<file path="src/rtl/core/clcd_pkg.sv">
// clcd_pkg: shared types, codes and constant tables of the character LCD
// bus write sequencer. Used by every file in rtl/core; depends on nothing.

package clcd_pkg;

  // Request kinds
  localparam logic [2:0] REQ_INIT   = 3'd0;
  localparam logic [2:0] REQ_CMD    = 3'd1;
  localparam logic [2:0] REQ_DATA   = 3'd2;
  localparam logic [2:0] REQ_CURSOR = 3'd3;
  localparam logic [2:0] REQ_CLEAR  = 3'd4;
  localparam logic [2:0] REQ_GLYPH  = 3'd5;

  // Configuration register indexes
  localparam logic REG_BUS_MODE   = 1'b0;
  localparam logic REG_ROW_LAYOUT = 1'b1;

  // Controller command bytes
  localparam logic [7:0] CMD_CLEAR = 8'h01;
  localparam logic [7:0] CMD_DDRAM = 8'h80;
  localparam logic [7:0] CMD_CGRAM = 8'h40;

  // Which part of the byte a step drives
  localparam logic [1:0] PART_HI   = 2'd0;
  localparam logic [1:0] PART_LO   = 2'd1;
  localparam logic [1:0] PART_FULL = 2'd2;

  // Byte source of a step
  localparam logic SRC_IMM  = 1'b0;
  localparam logic SRC_OPND = 1'b1;

  // Branch condition of a step
  localparam logic COND_NEXT   = 1'b0;
  localparam logic COND_NOINIT = 1'b1;

  // Pre-wait codes
  localparam logic [2:0] WAIT_NONE  = 3'd0;
  localparam logic [2:0] WAIT_15200 = 3'd1;
  localparam logic [2:0] WAIT_4200  = 3'd2;
  localparam logic [2:0] WAIT_200   = 3'd3;
  localparam logic [2:0] WAIT_1600  = 3'd4;

  localparam int PC_W = 5;
  typedef logic [PC_W-1:0] pc_t;

  // Program entry points
  localparam pc_t PC_INIT4  = pc_t'(0);
  localparam pc_t PC_INIT8  = pc_t'(12);
  localparam pc_t PC_CMD4   = pc_t'(19);
  localparam pc_t PC_CMD4LO = pc_t'(21);
  localparam pc_t PC_CMD8   = pc_t'(22);
  localparam pc_t PC_DATA4  = pc_t'(23);
  localparam pc_t PC_DATA8  = pc_t'(25);
  localparam pc_t PC_LAST   = pc_t'(25);

  typedef struct packed {
    logic [2:0] req_type;
    logic [7:0] byte_value;
    logic [1:0] cursor_row;
    logic [4:0] cursor_col;
    logic [2:0] char_code;
  } in_item_t;

  typedef struct packed {
    logic        reg_select;
    logic [7:0]  bus_value;
    logic        bus_width;
    logic [13:0] wait_before_us;
    logic        last;
  } out_item_t;

  // One control word of the sequencer program
  typedef struct packed {
    logic       emit;
    logic [1:0] part;
    logic       src;
    logic       rs;
    logic [7:0] imm;
    logic [2:0] wait_code;
    logic       set_init;
    logic       last;
    logic       cond;
    pc_t        target;
  } ucode_t;

  typedef struct packed {
    logic load_opnd;
    logic load_out;
  } dp_ctl_t;

  function automatic logic [13:0] wait_us(input logic [2:0] code);
    logic [13:0] us;
    case (code)
      WAIT_15200: us = 14'd15200;
      WAIT_4200:  us = 14'd4200;
      WAIT_200:   us = 14'd200;
      WAIT_1600:  us = 14'd1600;
      default:    us = 14'd0;
    endcase
    return us;
  endfunction

  function automatic logic [7:0] row_offset(input logic layout20, input logic [1:0] row);
    logic [7:0] off;
    case (row)
      2'd0:    off = 8'h00;
      2'd1:    off = 8'h40;
      2'd2:    off = layout20 ? 8'h14 : 8'h10;
      default: off = layout20 ? 8'h54 : 8'h50;
    endcase
    return off;
  endfunction

  function automatic pc_t entry_pc(input logic [2:0] req, input logic bus8);
    pc_t pc;
    case (req)
      REQ_INIT: pc = bus8 ? PC_INIT8 : PC_INIT4;
      REQ_DATA: pc = bus8 ? PC_DATA8 : PC_DATA4;
      default:  pc = bus8 ? PC_CMD8 : PC_CMD4;
    endcase
    return pc;
  endfunction

  function automatic logic req_known(input logic [2:0] req);
    logic known;
    case (req)
      REQ_INIT, REQ_CMD, REQ_DATA, REQ_CURSOR, REQ_CLEAR, REQ_GLYPH: known = 1'b1;
      default: known = 1'b0;
    endcase
    return known;
  endfunction

endpackage

</file>
<file path="src/rtl/core/clcd_ucode_rom.sv">
// clcd_ucode_rom: read-only sequencer program, one control word per step.
// Depends on clcd_pkg.

module clcd_ucode_rom
  import clcd_pkg::*;
(
  input  pc_t    pc,
  output ucode_t uword
);

  function automatic ucode_t uw(input int emit, input logic [1:0] part, input logic src,
                                input int rs, input logic [7:0] imm,
                                input logic [2:0] wcode, input int set_init,
                                input int last, input logic cond, input pc_t target);
    ucode_t w;
    w.emit      = emit[0];
    w.part      = part;
    w.src       = src;
    w.rs        = rs[0];
    w.imm       = imm;
    w.wait_code = wcode;
    w.set_init  = set_init[0];
    w.last      = last[0];
    w.cond      = cond;
    w.target    = target;
    return w;
  endfunction

  always_comb begin
    case (pc)
      // init program, four-bit bus
      5'd0:  uword = uw(1, PART_LO, SRC_IMM, 0, 8'h03, WAIT_15200, 0, 0, COND_NEXT, '0);
      5'd1:  uword = uw(1, PART_LO, SRC_IMM, 0, 8'h03, WAIT_4200, 0, 0, COND_NEXT, '0);
      5'd2:  uword = uw(1, PART_LO, SRC_IMM, 0, 8'h03, WAIT_200, 0, 0, COND_NEXT, '0);
      5'd3:  uword = uw(1, PART_LO, SRC_IMM, 0, 8'h02, WAIT_NONE, 1, 0, COND_NEXT, '0);
      5'd4:  uword = uw(1, PART_HI, SRC_IMM, 0, 8'h28, WAIT_NONE, 0, 0, COND_NEXT, '0);
      5'd5:  uword = uw(1, PART_LO, SRC_IMM, 0, 8'h28, WAIT_NONE, 0, 0, COND_NEXT, '0);
      5'd6:  uword = uw(1, PART_HI, SRC_IMM, 0, 8'h01, WAIT_NONE, 0, 0, COND_NEXT, '0);
      5'd7:  uword = uw(1, PART_LO, SRC_IMM, 0, 8'h01, WAIT_NONE, 0, 0, COND_NEXT, '0);
      5'd8:  uword = uw(1, PART_HI, SRC_IMM, 0, 8'h0C, WAIT_1600, 0, 0, COND_NEXT, '0);
      5'd9:  uword = uw(1, PART_LO, SRC_IMM, 0, 8'h0C, WAIT_NONE, 0, 0, COND_NEXT, '0);
      5'd10: uword = uw(1, PART_HI, SRC_IMM, 0, 8'h06, WAIT_NONE, 0, 0, COND_NEXT, '0);
      5'd11: uword = uw(1, PART_LO, SRC_IMM, 0, 8'h06, WAIT_NONE, 0, 1, COND_NEXT, '0);
      // init program, eight-bit bus
      5'd12: uword = uw(1, PART_FULL, SRC_IMM, 0, 8'h30, WAIT_15200, 0, 0, COND_NEXT, '0);
      5'd13: uword = uw(1, PART_FULL, SRC_IMM, 0, 8'h30, WAIT_4200, 0, 0, COND_NEXT, '0);
      5'd14: uword = uw(1, PART_FULL, SRC_IMM, 0, 8'h30, WAIT_200, 1, 0, COND_NEXT, '0);
      5'd15: uword = uw(1, PART_FULL, SRC_IMM, 0, 8'h38, WAIT_NONE, 0, 0, COND_NEXT, '0);
      5'd16: uword = uw(1, PART_FULL, SRC_IMM, 0, 8'h01, WAIT_NONE, 0, 0, COND_NEXT, '0);
      5'd17: uword = uw(1, PART_FULL, SRC_IMM, 0, 8'h0C, WAIT_1600, 0, 0, COND_NEXT, '0);
      5'd18: uword = uw(1, PART_FULL, SRC_IMM, 0, 8'h06, WAIT_NONE, 0, 1, COND_NEXT, '0);
      // command, four-bit bus: skip the high nibble until initialized
      5'd19: uword = uw(0, PART_LO, SRC_OPND, 0, 8'h00, WAIT_NONE, 0, 0, COND_NOINIT,
                        PC_CMD4LO);
      5'd20: uword = uw(1, PART_HI, SRC_OPND, 0, 8'h00, WAIT_NONE, 0, 0, COND_NEXT, '0);
      5'd21: uword = uw(1, PART_LO, SRC_OPND, 0, 8'h00, WAIT_NONE, 0, 1, COND_NEXT, '0);
      // command, eight-bit bus
      5'd22: uword = uw(1, PART_FULL, SRC_OPND, 0, 8'h00, WAIT_NONE, 0, 1, COND_NEXT, '0);
      // data
      5'd23: uword = uw(1, PART_HI, SRC_OPND, 1, 8'h00, WAIT_NONE, 0, 0, COND_NEXT, '0);
      5'd24: uword = uw(1, PART_LO, SRC_OPND, 1, 8'h00, WAIT_NONE, 0, 1, COND_NEXT, '0);
      5'd25: uword = uw(1, PART_FULL, SRC_OPND, 1, 8'h00, WAIT_NONE, 0, 1, COND_NEXT, '0);
      // unused steps end the program without a transfer
      default: uword = uw(0, PART_FULL, SRC_IMM, 0, 8'h00, WAIT_NONE, 0, 1, COND_NEXT, '0);
    endcase
  end

endmodule

</file>
<file path="src/rtl/core/clcd_datapath.sv">
// clcd_datapath: operand register (command, data, cursor, clear or glyph byte) and the
// transfer register formed from the current control word. Depends on clcd_pkg.

module clcd_datapath
  import clcd_pkg::*;
(
  input  logic      clk,
  input  dp_ctl_t   ctl,
  input  in_item_t  in_item,
  input  logic      row_layout,
  input  ucode_t    uword,
  output out_item_t out_item
);

  logic [7:0] opnd_r;
  logic [7:0] opnd_nxt;
  logic [7:0] src_byte;
  out_item_t  out_r;
  out_item_t  out_nxt;

  always_comb begin
    case (in_item.req_type)
      REQ_CURSOR: opnd_nxt = CMD_DDRAM + row_offset(row_layout, in_item.cursor_row)
                             + {3'b000, in_item.cursor_col};
      REQ_CLEAR:  opnd_nxt = CMD_CLEAR;
      REQ_GLYPH:  opnd_nxt = CMD_CGRAM + {2'b00, in_item.char_code, 3'b000};
      default:    opnd_nxt = in_item.byte_value;
    endcase
  end

  assign src_byte = (uword.src == SRC_OPND) ? opnd_r : uword.imm;

  always_comb begin
    out_nxt.reg_select     = uword.rs;
    out_nxt.wait_before_us = wait_us(uword.wait_code);
    out_nxt.last           = uword.last;
    case (uword.part)
      PART_HI: begin
        out_nxt.bus_value = {4'h0, src_byte[7:4]};
        out_nxt.bus_width = 1'b0;
      end
      PART_LO: begin
        out_nxt.bus_value = {4'h0, src_byte[3:0]};
        out_nxt.bus_width = 1'b0;
      end
      default: begin
        out_nxt.bus_value = src_byte;
        out_nxt.bus_width = 1'b1;
      end
    endcase
  end

  always_ff @(posedge clk) begin
    if (ctl.load_opnd) begin
      opnd_r <= opnd_nxt;
    end
    if (ctl.load_out) begin
      out_r <= out_nxt;
    end
  end

  assign out_item = out_r;

endmodule

</file>
<file path="src/rtl/core/char_lcd_bus_write_sequencer.sv">
// char_lcd_bus_write_sequencer: top level; step counter, branch logic,
// handshakes and configuration. Depends on clcd_pkg, clcd_ucode_rom, clcd_datapath.

// Each accepted request becomes a list of enable-strobed LCD bus transfers,
// one per result transaction; the final one carries last. A microprogram in a
// read-only table drives the transfers one step at a time: the step counter
// emits at most one transfer per cycle into the output register, holding a
// transfer step while that register is full and not being drained. A four-bit
// command runs one extra silent step first (the initialized check). The next
// request is taken once the last transfer sits in the output register. Unknown
// request kinds are taken and dropped. Every transfer carries its pre-wait in
// microseconds; the fixed 50 us hold after each strobe is up to the pin driver
// and is not in the wait field. Configuration writes (bus_mode, row_layout) are
// always ready and belong in idle time.

module char_lcd_bus_write_sequencer
  import clcd_pkg::*;
(
  input  logic      clk,
  input  logic      rst_n,
  input  logic      in_valid,
  output logic      in_ready,
  input  in_item_t  in_data,
  output logic      out_valid,
  input  logic      out_ready,
  output out_item_t out_data,
  input  logic      cfg_valid,
  output logic      cfg_ready,
  input  logic      cfg_index,
  input  logic      cfg_data
);

  logic    busy_r, busy_nxt;
  pc_t     pc_r, pc_nxt;
  logic    init_r, init_nxt;
  logic    out_valid_r, out_valid_nxt;
  logic    bus_mode_r, row_layout_r;
  ucode_t  uword;
  dp_ctl_t ctl;
  logic    in_accept;
  logic    out_free;
  logic    step_go;
  logic    emit_go;

  clcd_ucode_rom u_rom (
    .pc    (pc_r),
    .uword (uword)
  );

  clcd_datapath u_dp (
    .clk        (clk),
    .ctl        (ctl),
    .in_item    (in_data),
    .row_layout (row_layout_r),
    .uword      (uword),
    .out_item   (out_data)
  );

  assign in_ready  = !busy_r;
  assign in_accept = in_valid && in_ready;
  assign cfg_ready = 1'b1;
  assign out_valid = out_valid_r;

  // The output register is free when empty or being drained this cycle.
  assign out_free = !out_valid_r || out_ready;
  // Advance on a silent step at once, on a transfer step only when it can land.
  assign step_go  = busy_r && (!uword.emit || out_free);
  assign emit_go  = step_go && uword.emit;

  assign ctl.load_opnd = in_accept;
  assign ctl.load_out  = emit_go;

  always_comb begin
    busy_nxt = busy_r;
    pc_nxt   = pc_r;
    init_nxt = init_r;
    if (in_accept) begin
      busy_nxt = req_known(in_data.req_type);
      pc_nxt   = entry_pc(in_data.req_type, bus_mode_r);
      // init drops the initialized flag until its program sets it again
      if (in_data.req_type == REQ_INIT) begin
        init_nxt = 1'b0;
      end
    end else if (step_go) begin
      if (uword.set_init) begin
        init_nxt = 1'b1;
      end
      if (uword.last) begin
        busy_nxt = 1'b0;
      end else if (uword.cond == COND_NOINIT && !init_r) begin
        pc_nxt = uword.target;
      end else begin
        pc_nxt = pc_r + pc_t'(1);
      end
    end
  end

  always_comb begin
    if (emit_go) begin
      out_valid_nxt = 1'b1;
    end else if (out_ready) begin
      out_valid_nxt = 1'b0;
    end else begin
      out_valid_nxt = out_valid_r;
    end
  end

  always_ff @(posedge clk) begin
    if (!rst_n) begin
      busy_r       <= 1'b0;
      pc_r         <= '0;
      init_r       <= 1'b0;
      out_valid_r  <= 1'b0;
      bus_mode_r   <= 1'b0;
      row_layout_r <= 1'b0;
    end else begin
      busy_r      <= busy_nxt;
      pc_r        <= pc_nxt;
      init_r      <= init_nxt;
      out_valid_r <= out_valid_nxt;
      if (cfg_valid && cfg_ready) begin
        case (cfg_index)
          REG_BUS_MODE:   bus_mode_r   <= cfg_data;
          REG_ROW_LAYOUT: row_layout_r <= cfg_data;
          default:        bus_mode_r   <= bus_mode_r;
        endcase
      end
    end
  end

`ifndef NO_ASSERTIONS
  // hold the step counter inside the program while running
  a_pc_range: assert property (@(posedge clk) disable iff (!rst_n)
    busy_r |-> pc_r <= PC_LAST)
    else $error("step counter outside program");

  // drop busy right after the final step advances
  a_last_ends: assert property (@(posedge clk) disable iff (!rst_n)
    step_go && uword.last |=> !busy_r)
    else $error("sequencer still busy after last step");

  // nibble transfers keep the upper data pins low
  a_nibble_clean: assert property (@(posedge clk) disable iff (!rst_n)
    out_valid_r && !out_data.bus_width |-> out_data.bus_value[7:4] == 4'h0)
    else $error("nibble transfer with upper bits set");

  // init starts the program with the initialized flag cleared
  a_init_start: assert property (@(posedge clk) disable iff (!rst_n)
    in_accept && in_data.req_type == REQ_INIT |=> busy_r && !init_r)
    else $error("init request did not start cleanly");
`endif

endmodule

</file>
<file path="config.mk">
export PLATFORM = sky130hd
export DESIGN_NAME = char_lcd_bus_write_sequencer
export DESIGN_NICKNAME = d
export VERILOG_FILES = /design/src/rtl/core/clcd_pkg.sv /design/src/rtl/core/clcd_ucode_rom.sv /design/src/rtl/core/clcd_datapath.sv /design/src/rtl/core/char_lcd_bus_write_sequencer.sv
export SDC_FILE = /design/constraint.sdc
export NUM_CORES = 1
export LEC_CHECK = 0
export CORE_ASPECT_RATIO = 1.25
export CORE_MARGIN = 1.5
export CORE_UTILIZATION = 65
export CTS_BUF_LIST = sky130_fd_sc_hd__clkbuf_4
export CTS_CLUSTER_DIAMETER = 50
export DETAILED_ROUTE_END_ITERATION = 16
export DONT_BUFFER_PORTS = 1
export PLACE_DENSITY_LB_ADDON = 0.1
export RECOVER_POWER = 25
export SKIP_CTS_REPAIR_TIMING = 1
export SYNTH_ARGS = -nofsm -noshare
export SYNTH_HDL_FRONTEND = slang
export SYNTH_SLANG_ARGS = --single-unit
</file>
<file path="constraint.sdc">
create_clock -name clk -period 2.4 [get_ports clk]
set_input_delay 0.36 -clock clk [delete_from_list [all_inputs] [get_ports clk]]
set_output_delay 0.36 -clock clk [all_outputs]
set_load 0.1 [all_outputs]
</file>
Yosys cells after proc, flatten, opt, wreduce, memory -nomap -nowiden --
Memory sizes are Yosys's and may differ from the RTL's. A register that Yosys moved wholly into a read port is not among the register bits. Index checks and enable logic that the tools add are counted.
Cells by class: $add $sub $neg 4, multipliers 0, div/mod/pow operators 0, magnitude comparators 0, eq/ne operators 14, shift operators 0, muxes and demuxes 28, bitwise logic cells 1, reductions and logical operators 23
Operators with widths (count):
- 14-bit one-hot mux with 4 select lines | 1
- 8-bit one-hot mux with 3 select lines | 2
- 5-bit two-way mux | 6
- 9-bit one-hot mux with 2 select lines | 1
- 8-bit two-way mux | 2
- 3-bit by 2-bit equality test with 1-bit output, second input constant | 4
- 1-bit two-way mux | 10
- 5-bit one-hot mux with 2 select lines | 1
- 3-bit equality test, second input constant | 3
- 3-bit two-way mux | 3
- 7-bit by 6-bit adder with 8-bit output, first input constant | 1
- 8-bit by 5-bit adder with 8-bit output | 1
- 8-bit adder, first input constant | 1
- 4-bit two-way mux | 2
- 2-bit AND reduction | 4
- 2-bit nonzero test | 4
- 3-bit by 1-bit equality test with 1-bit output, second input constant | 2
- 6-bit OR reduction | 1
- 5-bit by 1-bit adder with 5-bit output, second input constant | 1
- 2-bit by 1-bit equality test with 1-bit output, second input constant | 2
- 1-bit logical AND | 4
- 1-bit zero test | 4
- 2-bit zero test | 2
- 3-bit zero test | 1
- other kinds (6) | 7
Word-level totals: register bits 43, latch bits 0, memory bits (writable) 0, bits in read-only memories 640, output and inout bits 28, word-level logic and storage cells 83, memories kept 1
Memory list:
- (no name shown) | words 32, width 20, read ports 1, clocked after Yosys merged registers in 1, write ports 0, RTL line clcd_ucode_rom.sv:30 | case (pc)

Longest topological paths before layout --
Gate-level depths: netlist of the first run.
depth in word-level cells 8, depth in mapped cells 11, gate-level depth less buffers 10

Cells and area by module --
Synthesis of the first run repeated with hierarchy kept, for this count alone.
Unflattened totals: cells, all modules 260, area total of the unflattened synthesis 2469.9 µm²
Modules (own cells, without submodules):
- clcd_datapath | times used 1, cells an instance 106, area each 1382.6 µm², seq. area each 780.7 µm²
- char_lcd_bus_write_sequencer | times used 1, cells an instance 80, area each 625.6 µm², seq. area each 200.2 µm²
- clcd_ucode_rom | times used 1, cells an instance 74, area each 461.7 µm², seq. area each 0.0 µm²

Worst setup path before layout of the first run --
OpenSTA, ideal clock, no wires.
path kind register to register, start point reg out_valid_r (netlist: out_valid), end point reg, netlist name u_rom.uword[21], arrival time 2679 ps, required time 2326 ps, setup slack -353 ps, stages on the path, launching flop included 10, path buffers 0, cells stage by stage dfxtp_1 -> and3b_1 -> o21ai_0 -> a31oi_1 -> and2_1 -> ha_1 -> inv_1 -> nor2_1 -> nand2_1 -> a31oi_1
On the way: longest elaborated chain between the ends 8
Ends and longest elaborated chain:
- start, declared | RTL line char_lcd_bus_write_sequencer.sv:36 | logic out_valid_r, out_valid_nxt;
- start signal, assigned | RTL line char_lcd_bus_write_sequencer.sv:120 | out_valid_r <= out_valid_nxt;
- 1-bit zero test | RTL line char_lcd_bus_write_sequencer.sv:65 | assign out_free = !out_valid_r || out_ready;
- 1-bit logical OR | RTL line char_lcd_bus_write_sequencer.sv:65
- 1-bit logical OR | RTL line char_lcd_bus_write_sequencer.sv:67 | assign step_go = busy_r && (!uword.emit || out_free);
- 1-bit logical AND | RTL line char_lcd_bus_write_sequencer.sv:67
- 2-bit nonzero test (no source line)
- 2-bit AND reduction (no source line)
- 5-bit two-way mux (no source line) (2 in a row)
Every way passes these cells. A chain may end at the register's enable or synchronous reset.

Worst setup path after layout of the first run --
start point reg busy_r, end point reg, netlist name u_rom.uword[21]
On the way: longest elaborated chain between the ends 6, elaborated cells between the ends (all ways) 9, those cells by class eq/ne: 1; mux: 3; reduce/logical: 5
Ends and longest elaborated chain:
- start, declared | RTL line char_lcd_bus_write_sequencer.sv:33 | logic busy_r, busy_nxt;
- start signal, assigned | RTL line char_lcd_bus_write_sequencer.sv:117 | busy_r <= busy_nxt;
- 1-bit zero test | RTL line char_lcd_bus_write_sequencer.sv:59 | assign in_ready = !busy_r;
- 1-bit logical AND | RTL line char_lcd_bus_write_sequencer.sv:60 | assign in_accept = in_valid && in_ready;
- 2-bit inequality test (no source line) / 2-bit nonzero test (equally long branches)
- 2-bit AND reduction (no source line)
- 5-bit two-way mux (no source line) * (2 in a row)
Every way passes the cells marked *; elsewhere a longest branch is shown, timed or not.

==> flow_summary_export.csv, run 1 <==
group,metric,value,unit
cts,cts.root.buffer_cell,"clkbuf_4",
yosys,synth_compound_area_share,17.0,%
yosys,yosys-top-cells-area,"edfxtp_1 (29%), dfxtp_1 (20%), nor2_1 (4.2%)",
setup_path,worstPathArrival,2520,ps
yosys,seq_area_frac_synth,49.4,%
routing,wl_per_cell,15.2,um
finish,area_delta_synth_final,10.0,%
sta,max_slew.worst_pin.slew,1190,ps
place,io_buffers,0,
yosys,synthSimpleGateAreaFrac,19.3,%
place,pre_cts_slack,142,ps
sta,finalCritPeriodShare,92.7,%
sta,period_minus_slack,2230,ps
cts,cts_htree_levels,2,
place,gp_congestion,0.957,
yosys,synth-xor-area-share,1.64,%
routing,drc,0,
yosys,synth_fa_ha_area_share,2.81,%
setup_path,critPathKind,"flip-flop to flip-flop",
finish,drive_above_1_share,15.2,%
sta,max_freq,449,MHz
global_route,grt_max_degree,22,
floorplan,core_area,3850,um^2
setup_path,crit_required,2700,ps
yosys,yosys.area.top_type,"edfxtp_1",
routing,postRouteAntennaNets,0,
sta,finClkSkew,10.8,ps
finish,fin_cells,344,
sta,final.setup.tns,0,ps
finish,diodes,0,
yosys,synth_top_family_by_area,"simple AND/OR/NAND/NOR gates",
yosys,synthTopCellsByCount,"nor2_1 (30), dfxtp_1 (27), edfxtp_1 (26), nand2_1 (24)",
routing,wl,5230,um
floorplan,ios,56,
sta,maxSlewViolCount,0,
global_route,antenna_found_initial,0,
floorplan,start_util,69.5,%
yosys,yosysTopAreaCellShare,29.2,%
hold_path,holdCritPathClass,"input pin to flip-flop",
place,post-place-cells,336,
cts,clk_pin_slew,140,ps
floorplan,dieArea,4510,um^2
cts,cts_tree,"built",
cts,clock_sinks,53,
outcome,status,"completed",
setup_path,cp-end-kind,"flip-flop",
finish,final_nets,323,
floorplan,rows,25,
routing,drtPass1Iterations,5,
yosys,avgSynthCellArea,9.58,um^2
routing,via_per_inst,6.04,
routing,drt_iter0_drc,62,
place,dp_hpwl,3860,um
run,maxCapViolations,0,
yosys,synthMuxAreaShare,3.28,%
global_route,grt_use_total,24.5,%
yosys,synth_flop_cell,"dfxtp_1",
yosys,yosysWarnings,0,
sta,setup_ws,175,ps
setup_path,critPathLaunchType,"flip-flop",
power_and_ir_drop,p_per_area,828,nW/um^2
power_and_ir_drop,power,2.44,mW
global_route,grt_pass1_vias,1883,
yosys,synth-seq-cells,53,
yosys,synth_cell_type_count,52,
cts,cts_made_buffers,5,
yosys,synth_async_sr_flop_share,0,%
global_route,grt_pass1_wl,8170,um
routing,num_vias,2079,
sta,max_slew_margin,20.6,%
yosys,synth_edf_count,26,
yosys,synth_area,2670,um^2
power_and_ir_drop,ir_worst_vdd,0.427,mV
cts,clock_latency,370,ps
sta,setup_viol,0,
floorplan,fp.dieW,60.4,um
setup_path,path_max_fanout,6,
yosys,netlist_instances,279,
global_route,gr-total-overflow,0,
cts,clock_path_buffers,2,
yosys,synth.most_common_cell,"nor2_1",
floorplan,die_h,74.7,um
finish,final_util,76.5,%
sta,hold_viol,0,
power_and_ir_drop,leakage,1.11,nW
## flip-flops by register name, indices dropped and copies added (netlist names)
register / cells
init_r: 1
bus_mode_r: 1
out_valid: 1
u_dp.out_item: 18
pc_r: 5
u_rom.uword: 17
u_dp.opnd_r: 8
row_layout_r: 1
busy_r: 1
## cells in the final DEF, fill, tap and decap left out, types with 3 or more instances in the layout
cell type / Yosys / final
nor2_1: 30 / 29
dfxtp_1: 27 / 26
edfxtp_1: 26 / 26
nand2_1: 24 / 24
o21ai_0: 21 / 21
a21oi_1: 21 / 21
buf_4: 8 / 16
inv_1: 10 / 10
nor2b_1: 9 / 9
a31oi_1: 9 / 9
nand3_1: 7 / 7
and3_1: 6 / 6
ha_1: 6 / 6
a211oi_1: 5 / 5
conb_1: 2 / 5
clkbuf_4: 0 / 5
nand4_1: 4 / 4
xnor2_1: 4 / 4
nand2b_1: 3 / 3
and2_1: 5 / 3
o22ai_1: 3 / 3
## through the flow
| step | instance area, um^2 | hold slack [ps] |
|---|---|---|
| global placement | 2820 | 389 |
| global route | 2940 | 92.6 |
| floorplan | 2690 | 386 |
| detailed placement | 2820 | 400 |
| CTS | 2930 | 102 |
| finish | 2940 | 108 |
## logic make-up after synthesis
logic type	count (synthesis)
compound gates	74
flops	53
other cells	2
xor+xnor	5
buf+inv	32
mux	6
fa+ha+maj	6
simple gates	101
## power breakdown
group	switching, mW	total, mW	internal (mW)	leakage (nW)
sequential	0.131	1.19	1.06	0.474
clock	0.273	0.601	0.328	0.0558
combinational	0.449	0.645	0.196	0.579
## area by class of cell
class                      instances  area (um^2)
clock buffer                       5         37.5
clock inverter                     3         68.8
fill                             276          906
inverter                          13         51.3
multi-input combinational        197         1210
sequential                        53         1330
tap                               54         67.6
timing repair buffer              19          179
## critical path, cell delays in order (launching register included)
cell and delay [ps]:
dfxtp_1 450, nor2b_1 260, nand4_1 130, a31oi_1 260, and2_1 260, ha_1 230
inv_1 90, nor2_2 160, nand2_1 100, a31oi_1 220
## routing by layer
layer | GRT usage, % | share of wire [%]
met1 | 28.3 | 40
met2 | 41.7 | 50
met3 | 4.64 | 5.7
met4 | 14.8 | 4.2
met5 | 0 | 0
## path summary, 6_finish.rpt
kind                            slack [ps]  cells after the start           endpoint       startpoint
worst min register to register         420                      0  u_dp.out_item[24]  u_rom.uword[19]
worst max register to register         170                      9    u_rom.uword[21]           busy_r
worst max-delay path                   170                      9    u_rom.uword[21]           busy_r
worst min-delay path                   110                      1            pc_r[1]            rst_n
Note: power is estimated with default switching activity, not from simulation.
==> run 2, diff against run 1 <==
--- a/config.mk
+++ b/config.mk
@@ -7,7 +7,7 @@
 export LEC_CHECK = 0
 export CORE_ASPECT_RATIO = 1.25
 export CORE_MARGIN = 1.5
-export CORE_UTILIZATION = 65
+export CORE_UTILIZATION = 59
 export CTS_BUF_LIST = sky130_fd_sc_hd__clkbuf_4
 export CTS_CLUSTER_DIAMETER = 50
 export DETAILED_ROUTE_END_ITERATION = 16
==> constraint.sdc (replaced) <==
create_clock -name clk -period 1.85 [get_ports clk]
set_input_delay 0.2775 -clock clk [delete_from_list [all_inputs] [get_ports clk]]
set_output_delay 0.2775 -clock clk [all_outputs]
set_load 0.1 [all_outputs]
==> run 2 against run 1 <==
Against the previous run: the flow now finishes with violations (negative setup slack); clock-buffer cell count is the same; maximum frequency increased by 15%; critical path depth is 1 lower; sequential share of layout area is 4.7 points lower; via count is 6.4% higher; power is 27% higher; die area rose by 9.7%; clock power shrank 10%; largest cell class is now multi-input gates; highest routed layer unchanged.
==> flow_summary_export.csv, run 2 (synthesis gave the netlist of run 1 again) <==
group,metric,value,unit
sta,hold_viol,0,
finish,diodes,0,
setup_path,path_max_fanout,4,
sta,maxSlewViolCount,0,
routing,postRouteAntennaNets,0,
sta,max_freq,518,MHz
sta,hold_ws,29.3,ps
finish,largest_reg_flops,18,
power_and_ir_drop,p_per_area,936,nW/um^2
cts,cts_made_buffers,5,
floorplan,fp.dieW,63.2,um
finish,drive_above_1_share,31.3,%
routing,num_vias,2213,
floorplan,ios,56,
place,post-place-cells,367,
floorplan,rows,27,
routing,drc,0,
place,gp_congestion,0.980,
finish,layout_commonest_cell,"buf_4",
routing,drtPass1Iterations,5,
floorplan,die_h,78.3,um
global_route,grt_use_total,22.8,%
run,maxCapViolations,0,
sta,max_slew.worst_pin.slew,543,ps
cts,clk_pin_slew,150,ps
cts,clock_path_buffers,2,
floorplan,start_util,60.9,%
outcome,violations,"negative setup slack",
setup_path,cp-end-kind,"flip-flop",
setup_path,crit_required,2120,ps
cts,cts.root.buffer_cell,"clkbuf_4",
hold_path,min_from,"rst_n",
sta,setup_viol,5,
routing,drt_iter0_drc,122,
setup_path,rr_worst_depth,8,
global_route,grt_pass1_vias,2018,
setup_path,critPathKind,"flip-flop to flip-flop",
hold_path,holdPathEnd,"pc_r[1]",
finish,final_nets,356,
global_route,grt_max_degree,22,
finish,area_delta_synth_final,23.3,%
hold_path,worstHoldPathCells,1,
finish,final_util,75.0,%
floorplan,dieArea,4950,um^2
setup_path,worstPathArrival,2210,ps
place,pre_cts_slack,-78.5,ps
place,io_buffers,0,
outcome,status,"finished with violations",
sta,max_slew_margin,63.7,%
power_and_ir_drop,ir_worst_vdd,0.473,mV
routing,via_per_inst,5.81,
sta,finClkSkew,9.10,ps
setup_path,r2r_start,"pc_r[2]",
global_route,gr-total-overflow,0,
sta,finalCritPeriodShare,104,%
hold_path,holdCritPathClass,"input pin to flip-flop",
power_and_ir_drop,power,3.09,mW
cts,clock_sinks,53,
power_and_ir_drop,leakage,1.26,nW
cts,cts_tree,"built",
sta,setup_ws,-82.3,ps
finish,fillers,339,
cts,clock_latency,380,ps
setup_path,timing.rr.end,"u_rom.uword[21]",
floorplan,core_area,4390,um^2
routing,wl_per_cell,15.3,um
global_route,antenna_found_initial,0,
sta,rsz0062_at_grt,"yes",
place,dp_hpwl,4250,um
finish,final_cell_mix,"buf_4 (45), edfxtp_1 (26), nand2_1 (24)",
setup_path,regToRegSetupSlack,-80,ps
cts,cts_htree_levels,2,
sta,period_minus_slack,1930,ps
setup_path,critPathLaunchType,"flip-flop",
global_route,grt_pass1_wl,8750,um
finish,fin_cells,381,
routing,wl,5820,um
-- run 2: how the worst max path moves through the flow --
stage | from | endpoint | slack [ps] | depth (start not counted)
3_3_place_gp | out_valid | u_rom.uword[23] | -60 | 8
2_1_floorplan | out_valid | u_rom.uword[6] | -110 | 10
4_1_cts | busy_r | u_rom.uword[6] | -110 | 10
6_report | pc_r[2] | u_rom.uword[21] | -80 | 8
3_5_place_dp | busy_r | u_rom.uword[6] | -80 | 10
5_1_grt | pc_r[2] | u_rom.uword[14] | -150 | 9
-- run 2: power by group --
| part | switching [mW] | internal [mW] |
|---|---|---|
| clock | 0.380 | 0.157 |
| sequential | 0.0719 | 1.38 |
| combinational | 0.733 | 0.368 |
-- run 2: cell type report --
type / count / area (um^2) / area share, %
clock buffer: 5 / 37.5 / 1.14
clock inverter: 3 / 26.3 / 0.797
inverter: 13 / 51.3 / 1.56
multi-input combinational: 197 / 1330 / 40.4
sequential: 53 / 1330 / 40.4
tap: 58 / 72.6 / 2.20
timing repair buffer: 52 / 445 / 13.5
-- run 2: metrics by stage --
| stage | area, um^2 | TNS, ps |
|---|---|---|
| global placement | 3110 | -218 |
| floorplan | 2750 | -469 |
| detailed placement | 3110 | -400 |
| global route | 3300 | -1120 |
| finish | 3300 | -199 |
| CTS | 3170 | -759 |
-- run 2: per-layer routing --
| metal | global-route usage [%] | up-vias | share of wire [%] | wire, um |
|---|---|---|---|---|
| met4 | 9.78 | 0 | 2.3 | 133 |
| met2 | 42.9 | 87 | 53 | 3090 |
| met3 | 4.01 | 14 | 6.0 | 352 |
| met1 | 24.8 | 1033 | 39 | 2250 |
| met5 | 0 | - | 0 | 0 |
| li1 | - | 1079 | - | - |
-- run 2: critical path: stages, from the launching register on --
cell and delay, ps:
dfxtp_1 390, nand3_1 120, xor2_1 160, o21ai_1 200
o311a_1 270, buf_4 140, nand2_1 120, a211oi_1 380
a31oi_1 60
==> run 3, diff against run 2 <==
--- a/config.mk
+++ b/config.mk
@@ -8,7 +8,7 @@
 export CORE_ASPECT_RATIO = 1.25
 export CORE_MARGIN = 1.5
 export CORE_UTILIZATION = 59
-export CTS_BUF_LIST = sky130_fd_sc_hd__clkbuf_4
+export CTS_BUF_LIST = sky130_fd_sc_hd__clkbuf_2 sky130_fd_sc_hd__clkbuf_4 sky130_fd_sc_hd__clkbuf_8
 export CTS_CLUSTER_DIAMETER = 50
 export DETAILED_ROUTE_END_ITERATION = 16
 export DONT_BUFFER_PORTS = 1
==> run 3 against run 2 <==
Against the previous run: global-route usage about the same; combinational power about the same; clock power increased by 24%; sequential share of layout area about the same; the flow still finishes with violations (negative setup slack); routed wire length decreased by 0.48%; setup slack got worse by 48 ps.
==> flow_summary_export.csv, run 3 (synthesis gave the netlist of run 1 again) <==
group,metric,value,unit
outcome,status,"finished with violations",
outcome,violations,"negative setup slack",
floorplan,dieArea,4950,um^2
power_and_ir_drop,intPower,2.01,mW
hold_path,min_from,"rst_n",
setup_path,crit_required,2040,ps
routing,drt_iter0_drc,100,
routing,via_per_inst,5.78,
finish,final_nets,355,
finish,area_delta_synth_final,23.4,%
power_and_ir_drop,power,3.21,mW
finish,drive_above_1_share,30.4,%
routing,num_vias,2198,
power_and_ir_drop,p_sw,1.19,mW
power_and_ir_drop,p_sw_share,37.2,%
finish,fillers,340,
sta,finClkSkew,3.90,ps
sta,hold_ws,52.9,ps
power_and_ir_drop,p_comb_share,34.0,%
setup_path,critPathLaunchType,"flip-flop",
cts,cts_made_buffers,5,
floorplan,fp.dieW,63.2,um
global_route,grt_use_total,22.8,%
place,io_buffers,0,
routing,wl,5790,um
setup_path,critPathKind,"flip-flop to flip-flop",
routing,postRouteAntennaNets,0,
finish,largest_reg_flops,18,
global_route,grt_pass1_wl,8750,um
routing,wl_per_cell,15.2,um
cts,cts_tree,"built",
sta,setup_ws,-130,ps
global_route,grt_max_degree,22,
cts,clock_latency,310,ps
sta,max_slew.worst_pin.slew,544,ps
sta,period_minus_slack,1980,ps
setup_path,worstPathArrival,2170,ps
power_and_ir_drop,p_seq_share,45.2,%
setup_path,regToRegSetupSlack,-130,ps
sta,max_slew_margin,63.7,%
power_and_ir_drop,leakage,1.27,nW
finish,seq_area,1330,um^2
floorplan,rows,27,
power_and_ir_drop,p_per_area,971,nW/um^2
finish,final_cell_mix,"buf_4 (46), edfxtp_1 (26), nor2_1 (25)",
finish,multi_input_comb_area,1320,um^2
cts,clock_path_buffers,2,
sta,final.setup.tns,-384,ps
sta,max_freq,505,MHz
floorplan,start_util,60.9,%
setup_path,crit_slowest_cell,"dfxtp_1",
place,dp_hpwl,4250,um
sta,rsz0062_at_grt,"yes",
sta,hold_viol,0,
sta,finalCritPeriodShare,107,%
hold_path,holdCritPathClass,"input pin to flip-flop",
global_route,gr-total-overflow,0,
routing,drtPass1Iterations,4,
power_and_ir_drop,p_clk_share,20.8,%
sta,setup_viol,6,
hold_path,holdPathEnd,"u_rom.uword[12]",
setup_path,cp-end-kind,"flip-flop",
finish,diodes,0,
global_route,grt_pass1_vias,2024,
cts,cts.root.buffer_cell,"clkbuf_8",
routing,drc,0,
power_and_ir_drop,ir_worst_vdd,0.624,mV
place,dpl_cell_area,3110,um^2
finish,final_area,3300,um^2
setup_path,rr_worst_depth,8,
setup_path,r2r_start,"pc_r[1]",
cts,clk_pin_slew,100,ps
finish,layout_commonest_cell,"buf_4",
floorplan,ios,56,
hold_path,worstHoldPathCells,1,
cts,clock_sinks,53,
setup_path,path_max_fanout,8,
cts,cts_htree_levels,2,
place,gp_congestion,0.980,
floorplan,die_h,78.3,um
floorplan,core_area,4390,um^2
setup_path,timing.rr.end,"u_rom.uword[21]",
setup_path,worstPathCellList,"nand3_1 > xor2_1 > o21ai_1 > o311a_1 > buf_4 > a21oi_1 > a211oi_1 > a31oi_1",
run,maxCapViolations,0,
sta,maxSlewViolCount,0,
setup_path,critPathMaxStageDelay,380,ps
global_route,antenna_found_initial,0,
run 3: routing by layer:
metal | part of all wire, % | track usage (%) | wire length [um] | up-vias
met3 | 5.5 | 4.44 | 316 | 16
li1 | - | - | - | 1077
met2 | 53 | 43.0 | 3050 | 78
met1 | 39 | 25.0 | 2260 | 1027
met5 | 0 | 0 | 0 | -
met4 | 2.8 | 8.70 | 163 | 0
run 3: worst max-delay path: cells and delay by family (launching register included):
family	cells	cell delay (ps)
AO/OA/AOI/OAI	5	1020
XOR/XNOR	1	160
buffers and inverters	1	180
flip-flops	1	380
AND/OR/NAND/NOR	1	120
run 3: power groups by stage:
| stage | Combinational, mW | Sequential (mW) | Clock [mW] |
|---|---|---|---|
| CTS | 1.04 | 1.45 | 0.679 |
| floorplan | 0.554 | 1.72 | 0 |
| global route | 1.15 | 1.46 | 0.720 |
| detailed placement | 1.04 | 1.47 | 0 |
| finish | 1.09 | 1.45 | 0.668 |
| global placement | 1.03 | 1.47 | 0 |
run 3: final cells by class:
class,count,area share (%)
sequential,53,40.3
timing repair buffer,51,13.1
clock buffer,5,2.08
multi-input combinational,197,40.0
tap,58,2.20
clock inverter,3,0.796
inverter,13,1.55
run 3: worst max-delay path by stage:
stage	cells after the start	slack, ps	endpoint	start
after floorplan	10	-110	u_rom.uword[6]	out_valid
after global placement	8	-60	u_rom.uword[23]	out_valid
after detailed placement	10	-80	u_rom.uword[6]	busy_r
after CTS	10	-100	u_rom.uword[6]	busy_r
after global routing	8	-220	u_rom.uword[21]	pc_r[1]
final	8	-130	u_rom.uword[21]	pc_r[1]
run 3: per-stage QoR:
stage | setup WS [ps] | util [%] | std cells
6_report | -130 | 75.2 | 380
5_1_grt | -225 | 75.2 | 380
4_1_cts | -100 | 72.9 | 375
3_5_place_dp | -78.5 | 70.7 | 367
3_3_place_gp | -64.5 | 70.7 | 367
2_1_floorplan | -112 | - | 282
